[config.mk]
export PLATFORM = sky130hd
export DESIGN_NAME = gf256_arith_unit_top
export DESIGN_NICKNAME = d
export VERILOG_FILES = /design/src/sv/gfau_pkg.sv /design/src/sv/gfau_cell.sv /design/src/sv/gf256_arith_unit_top.sv
export SDC_FILE = /design/constraint.sdc
export NUM_CORES = 2
export LEC_CHECK = 0
export ABC_AREA = 1
export BUFFER_PORTS_ARGS = -buffer_cell sky130_fd_sc_hd__buf_2
export CORE_UTILIZATION = 35
export CTS_CLUSTER_DIAMETER = 40
export DETAILED_ROUTE_END_ITERATION = 7
export PLACE_DENSITY = 0.6
export SLEW_MARGIN = 20
export SYNTH_ARGS = -nofsm -noshare
export SYNTH_HDL_FRONTEND = slang
export SYNTH_HIERARCHICAL = 1
export SYNTH_SLANG_ARGS = --single-unit
[constraint.sdc]
create_clock -name clk -period 17.9 [get_ports clk]
set_input_delay 3.58 -clock clk [delete_from_list [all_inputs] [get_ports clk]]
set_output_delay 3.58 -clock clk [all_outputs]
set_load 0.02 [all_outputs]
[src/sv/gfau_pkg.sv]
`timescale 1ns / 1ps
// Shared types and constants for the GF(2^n) arithmetic unit.
// No dependencies; imported by the cell and the top level.
package gfau_pkg;

  localparam int FIELD_BITS_DEF = 8;
  localparam int POLY_RESET     = 283;  // x^8 + x^4 + x^3 + x + 1

  localparam int ACT_W = 2;
  localparam logic [ACT_W-1:0] ACT_ADD = 2'd0;
  localparam logic [ACT_W-1:0] ACT_MUL = 2'd1;
  localparam logic [ACT_W-1:0] ACT_INV = 2'd2;

  // cell roles in the square-and-multiply chain
  localparam logic ROLE_SQ   = 1'b0;
  localparam logic ROLE_MULA = 1'b1;

  typedef struct packed {
    logic             vld;
    logic [ACT_W-1:0] act;
  } ctl_t;

endpackage

[src/sv/gfau_cell.sv]
`timescale 1ns / 1ps
// One cell of the multiply chain: a single GF(2^n) multiply and a stage register.
// Depends on gfau_pkg.
module gfau_cell #(
  parameter int   FIELD_BITS = gfau_pkg::FIELD_BITS_DEF,
  parameter logic ROLE       = gfau_pkg::ROLE_SQ,
  parameter logic FIRST      = 1'b0
) (
  input  logic                  clk,
  input  logic                  rst_n,
  input  logic                  en,
  input  logic [FIELD_BITS-1:0] poly_low,
  input  gfau_pkg::ctl_t        ctl_i,
  input  logic [FIELD_BITS-1:0] a_i,
  input  logic [FIELD_BITS-1:0] acc_i,
  output gfau_pkg::ctl_t        ctl_o,
  output logic [FIELD_BITS-1:0] a_o,
  output logic [FIELD_BITS-1:0] acc_o
);
  import gfau_pkg::*;

  localparam int N  = FIELD_BITS;
  localparam int PW = 2 * N - 1;

  function automatic logic [N-1:0] gmul(input logic [N-1:0] x, input logic [N-1:0] y,
                                        input logic [N-1:0] low);
    logic [PW-1:0] p;
    p = '0;
    for (int i = 0; i < N; i++) begin
      if (y[i]) p = p ^ (PW'(x) << i);
    end
    // fold top coefficients down, x^n == low
    for (int i = PW - 1; i >= N; i--) begin
      if (p[i]) begin
        p[i] = 1'b0;
        p = p ^ (PW'(low) << (i - N));
      end
    end
    return p[N-1:0];
  endfunction

  ctl_t        ctl_r;
  logic [N-1:0] a_r, acc_r, acc_nxt;
  logic [N-1:0] mx, my;
  logic         do_mul;

  always_comb begin
    do_mul = 1'b0;
    mx     = acc_i;
    my     = acc_i;
    case (ctl_i.act)
      ACT_INV: begin
        do_mul = 1'b1;
        my     = (ROLE == ROLE_SQ) ? acc_i : a_i;
      end
      ACT_MUL: begin
        do_mul = FIRST;
        mx     = a_i;
      end
      default: do_mul = 1'b0;
    endcase
    acc_nxt = do_mul ? gmul(mx, my, poly_low) : acc_i;
  end

  always_ff @(posedge clk) begin
    if (!rst_n) begin
      ctl_r <= '0;
    end else if (en) begin
      ctl_r <= ctl_i;
    end
  end

  always_ff @(posedge clk) begin
    if (en) begin
      a_r   <= a_i;
      acc_r <= acc_nxt;
    end
  end

  assign ctl_o = ctl_r;
  assign a_o   = a_r;
  assign acc_o = acc_r;

endmodule

[src/sv/gf256_arith_unit_top.sv]
`timescale 1ns / 1ps
// Top level of the GF(2^n) arithmetic unit: input stage, chain of multiply cells.
// Depends on gfau_pkg and gfau_cell.

// Add, multiply and inverse in GF(2^FIELD_BITS) with a writable reduction
// polynomial (reset 0x11B; its top bit is always taken as set). One word is taken
// every clock cycle while the output is not stalled. Every word runs through a
// chain of 2*FIELD_BITS-1 cells (15 for GF(2^8)); inverse multiplies in each,
// multiply only in the first, add in none. Add and multiply ride the same chain
// to keep order. The last cell's register is the output register; a stall on the
// output holds the whole chain. Inverse of zero returns zero, action code 3
// returns zero. Write the polynomial only while the chain is empty.
module gf256_arith_unit_top #(
  parameter int FIELD_BITS = gfau_pkg::FIELD_BITS_DEF
) (
  input  logic                                  clk,
  input  logic                                  rst_n,
  // cfg_data: reduction_poly
  input  logic                                  cfg_valid,
  output logic                                  cfg_ready,
  input  logic [FIELD_BITS:0]                   cfg_data,
  // in_tdata: operand_a, operand_b, zero fill
  input  logic                                  in_tvalid,
  output logic                                  in_tready,
  input  logic [((2*FIELD_BITS+7)/8)*8-1:0]     in_tdata,
  // in_tuser: action
  input  logic [gfau_pkg::ACT_W-1:0]            in_tuser,
  // out_tdata: result, zero fill
  output logic                                  out_tvalid,
  input  logic                                  out_tready,
  output logic [((FIELD_BITS+7)/8)*8-1:0]       out_tdata
);
  import gfau_pkg::*;

  localparam int N      = FIELD_BITS;
  localparam int STAGES = 2 * N - 1;
  localparam int OUT_DW = ((N + 7) / 8) * 8;
  localparam int OCC_W  = $clog2(STAGES + 1);

  logic [N-1:0] poly_r;
  logic         adv;

  ctl_t         ctl [0:STAGES];
  logic [N-1:0] a_s [0:STAGES];
  logic [N-1:0] acc [0:STAGES];
  logic [STAGES-1:0] vld_vec;

  assign cfg_ready = 1'b1;

  always_ff @(posedge clk) begin
    if (!rst_n) begin
      poly_r <= N'(POLY_RESET);
    end else if (cfg_valid && cfg_ready) begin
      poly_r <= cfg_data[N-1:0];
    end
  end

  assign adv       = !ctl[STAGES].vld || out_tready;
  assign in_tready = adv;

  // entry: add finishes here, multiply seeds with b, inverse seeds with one
  always_comb begin
    ctl[0].vld = in_tvalid;
    ctl[0].act = in_tuser;
    a_s[0]     = in_tdata[N-1:0];
    case (in_tuser)
      ACT_ADD: acc[0] = in_tdata[N-1:0] ^ in_tdata[2*N-1:N];
      ACT_MUL: acc[0] = in_tdata[2*N-1:N];
      ACT_INV: acc[0] = N'(1);
      default: acc[0] = '0;
    endcase
  end

  for (genvar k = 0; k < STAGES; k++) begin : g_cell
    gfau_cell #(
      .FIELD_BITS (N),
      .ROLE       ((k % 2 == 0) ? ROLE_SQ : ROLE_MULA),
      .FIRST      (k == 0)
    ) u_cell (
      .clk      (clk),
      .rst_n    (rst_n),
      .en       (adv),
      .poly_low (poly_r),
      .ctl_i    (ctl[k]),
      .a_i      (a_s[k]),
      .acc_i    (acc[k]),
      .ctl_o    (ctl[k+1]),
      .a_o      (a_s[k+1]),
      .acc_o    (acc[k+1])
    );
    assign vld_vec[k] = ctl[k+1].vld;
  end

  assign out_tvalid = ctl[STAGES].vld;
  assign out_tdata  = OUT_DW'(acc[STAGES]);

  // words in flight, for checking only
  logic [OCC_W-1:0] occ_r, occ_nxt;

  always_comb begin
    occ_nxt = occ_r;
    if (in_tvalid && in_tready) occ_nxt = occ_nxt + OCC_W'(1);
    if (out_tvalid && out_tready) occ_nxt = occ_nxt - OCC_W'(1);
  end

  always_ff @(posedge clk) begin
    if (!rst_n) begin
      occ_r <= '0;
    end else begin
      occ_r <= occ_nxt;
    end
  end

  a_occ_match: assert property (@(posedge clk) disable iff (!rst_n)
    32'(occ_r) == $countones(vld_vec))
    else $error("words in flight do not match chain valid bits");

  a_reset_empty: assert property (@(posedge clk)
    !rst_n |=> !out_tvalid)
    else $error("output valid right after reset");

  a_entry: assert property (@(posedge clk) disable iff (!rst_n)
    in_tvalid && in_tready |=> ctl[1].vld)
    else $error("accepted word missing from first cell");

endmodule
Word-level counts from Yosys, hierarchy flattened. Index checks and enable logic that the tools add are counted.

Bitwise logic cells: 211. Add/subtract/negate cells: 0. Eq/ne operators: 30. Shift operators: 0. $mul: 0. Reduce and logical (&&, ||, !) cells: 4. Magnitude comparators: 0. Muxes and demuxes: 278. Divide/modulo/power cells: 0.

Operators by type and width (count): $mux W15 (105); $mux W8 (67); $xor A15 B10 Y15 (15); $xor A15 B11 Y15 (15); $xor A15 B12 Y15 (15); $xor A15 B13 Y15 (15); $xor A15 B14 Y15 (15); $xor A15 B15 Y15 (15); $mux W14 (15); $xor A14 B14 Y14 (15); $mux W13 (15); $xor A13 B13 Y13 (15); $mux W12 (15); $xor A12 B12 Y12 (15); $mux W11 (15); $xor A11 B11 Y11 (15); $mux W10 (15); $xor A10 B10 Y10 (15); $mux W9 (15); $xor A8 B9 Y9 (15); $xor A9 B9 Y9 (15); $xor A8 B8 Y8 (16); $eq A2 B1 Y1 const B (15); $eq A2 B2 Y1 const B (15); other kinds (6) (20).

Memories: 0. Latch bits: 0. RAM bits: 0. ROM bits: 0. Register bits after elaboration: 283. Logic and storage cells: 582.

Longest topological paths before layout.
Depth after elaboration: 33. Gate-level depth with buffers: 34.

Cells and area by module. The synthesis kept the hierarchy.

By module, submodules not included: gfau_cell (g_cell[11].u_cell ...) (sequential area each 540.5 µm², times used 7, cells each 635, area an instance 3453.3 µm²); gfau_cell (g_cell[10].u_cell ...) (sequential area each 540.5 µm², times used 7, cells each 620, area an instance 3290.7 µm²); gfau_cell (g_cell[0].u_cell) (sequential area each 540.5 µm², times used 1, cells each 613, area an instance 3274.4 µm²); gf256_arith_unit_top (sequential area each 160.2 µm², times used 1, cells each 77, area an instance 473.0 µm²).

Least setup slack after synthesis. OpenSTA, ideal clock, no wires.

Path type: input to output. Start: input port out_tready. End: output port in_tready. Data arrival time: 9941 ps. Cell stages on the path: 2. Path slack: 4379 ps. Path through: inv_1 nand2_1.

Word-level cells in the longest chain between the ends: 1.

RTL lines: start: declaration (RTL line gf256_arith_unit_top.sv:30) `input logic out_tready,`; $logic_or A1 B1 Y1 (RTL line gf256_arith_unit_top.sv:58) `assign adv = !ctl[STAGES].vld || out_tready;`; end: declaration (RTL line gf256_arith_unit_top.sv:24) `output logic in_tready,`.

Every way passes these cells.

Worst setup path after layout. Same ends and word-level chain as after synthesis.

==> results.py <==
metrics = {
    "outcome": {
        "outcome": "finished, violations left",
        "violations": "design-rule violations",
    },
    "worst_setup_path": {
        "required_ns": 14.32,
        "path_class": "in2out",
        "crit_arrival_ns": 4.11,
        "worst_path_most_repeated_cell": "buf_2",
        "reg2reg_to": "g_cell[12].u_cell/acc_o[5]",
        "crit_path_max_fanout": 3,
        "critPathMaxStageDelay_ns": 0.29,
        "critPathSlowestCell": "buf_2",
        "ff2ff_setup_slack_ns": 12.96,
        "r2r_start": "poly_r[4]",
        "critPathCaptureType": "output pin",
        "worst-r2r-cell-count": 29,
        "startpoint_type": "primary input",
        "crit_chain": "buf_2 -> inv_1 -> nand2_4 -> buf_2",
    },
    "clock_network": {
        "cts_made_buffers": 45,
        "cts-root-buf": "clkbuf_16",
        "clockBufferDepth": 3,
        "hold_buffers": 0,
        "cts_tree": "done",
        "postCtsSetupBuffers": 0,
        "clk_pin_slew_ns": 0.06,
        "cts_max_level": 2,
        "ctsResizeCount": 0,
        "cts.sinks": 283,
        "insertion_delay_ns": 0.65,
    },
    "logic_synthesis": {
        "syn_area_um2": 50700,
        "syn_nets": 9494,
        "synth_area_per_cell_um2": 5.35,
        "synthCells": 9461,
        "synth_warnings": 6,
    },
    "die": {
        "die_w_um": 382,
        "dieArea_um2": 146000,
        "num_io_pins": 43,
        "initial_core_util_pct": 35.3,
        "die_h_um": 382,
        "core_area_um2": 144000,
        "rows": 139,
    },
    "route": {
        "vias": 56000,
        "wl_per_cell_um": 13.8,
        "antenna_left": 0,
        "drt_iter0_markers": 4242,
        "viasPerCell": 4.96,
        "drt_pass1_iterations": 8,
        "drc_errors": 4,
        "drt_wl_total_mm": 156,
    },
    "sta": {
        "max_freq_mhz": 130,
        "worst_hold_slack_ns": 0.445,
        "drv_slew": 0,
        "fin_crit_ns": 7.69,
        "clock_skew_ns": 0.0469,
        "setup_viol": 0,
        "finalHoldViolCount": 0,
        "min_period_over_period_pct": 43.0,
        "slew_headroom_pct": 30.8,
        "fin_setup_tns_ns": 0,
        "rsz0062_at_grt": "no",
        "worst-slew-pin-transition_ns": 1.03,
    },
    "placed_design": {
        "dp.final_hpwl_mm": 117,
        "place.gp.congestion": 0.930,
        "dpl_cell_area_um2": 52000,
        "port_buffers": 40,
    },
    "global_routing": {
        "grt_max_degree": 107,
        "grt_usage_pct": 21.0,
        "grt_pass1_wl_mm": 257,
        "overflow": 0,
        "antenna_found_initial": 1,
        "grt_pass1_vias": 50900,
    },
    "min_path": {
        "min_to": "g_cell[9].u_cell/ctl_o[2]",
        "holdPathStages": 2,
        "hp-class": "reg2reg",
        "hold_start": "g_cell[8].u_cell/ctl_o[2]",
    },
    "cells_and_area": {
        "drive_above_1_share_pct": 8.03,
        "design_area_um2": 53600,
        "final_nets": 9384,
        "syn_to_final_growth_pct": 5.87,
    },
    "run": {
        "cap_violations": 0,
    },
}
==> cell type report <==
class                      instances  area [µm²]
sequential                       283        8020
multi-input combinational       7550       35800
clock inverter                    38         522
inverter                        1408        5370
antenna                            1        2.50
tap                             1903        2380
timing repair buffer              63         398
fill                           16000       90000
clock buffer                      46        1130
==> critical path, delay by kind of cell <==
family,cells,cell delay [ns]
buf+inv,3,0.41
simple gates,1,0.10
==> cell usage in the layout, fill, tap and decap left out, types with 8 or more instances in the layout <==
cell type / count
a21oi_1: 78
buf_2: 40
buf_4: 21
clkbuf_16: 45
clkinv_1: 11
dfxtp_1: 43
dfxtp_4: 8
edfxtp_1: 232
inv_1: 1302
inv_2: 77
inv_4: 14
inv_6: 11
inv_8: 13
nand2_1: 4085
nand2_2: 236
nand2_4: 98
nand3_1: 1227
nand3_2: 38
nand3_4: 16
nand3b_1: 80
nand4_1: 103
nor2_1: 768
nor2_2: 30
nor2_8: 8
o211ai_1: 21
o21ai_0: 148
o21ai_1: 63
o21ai_2: 30
o21ai_4: 14
o21bai_1: 12
or2_2: 14
xnor2_1: 200
xor2_1: 250
==> registers in the layout, indices dropped and copies added, names as in the netlist <==
register             cells
poly_r                   8
g_cell.u_cell/ctl_o     43
g_cell.u_cell/a_o      112
g_cell.u_cell/acc_o    120
==> stage by stage <==
stage / setup WS [ns] / util [%] / std cells
detailed placement: 9.74 / 36.2 / 11200
CTS: 10.15 / 37.3 / 11300
floorplan: 4.60 / - / 9461
finish: 10.21 / 37.3 / 11300
global route: 9.93 / 37.3 / 11300
global placement: 9.78 / 36.2 / 11200
==> how the worst max path moves through the flow <==
| stage | start | to | slack [ns] |
|---|---|---|---|
| 2_1_floorplan | out_tready | in_tready | 4.60 |
| 3_3_place_gp | in_tuser[0] | g_cell[0].u_cell/acc_o[6] | 9.78 |
| 3_5_place_dp | in_tuser[0] | g_cell[0].u_cell/acc_o[6] | 9.74 |
| 4_1_cts | out_tready | in_tready | 10.15 |
| 5_1_grt | in_tuser[0] | g_cell[0].u_cell/acc_o[6] | 9.93 |
| 6_report | out_tready | in_tready | 10.21 |
==> per-layer routing <==
| layer | up-vias | GRT usage, % | share of wire [%] |
|---|---|---|---|
| met5 | - | 0 | 0.011 |
| met4 | 2 | 5.73 | 2.4 |
| met3 | 241 | 1.83 | 5.2 |
| met2 | 1486 | 35.2 | 46 |
| met1 | 25300 | 28.5 | 47 |
| li1 | 29000 | - | - |
Power is left out: the tool's default activity adds up to more than one toggle a clock period on the data nets, which glitch-free logic cannot reach.
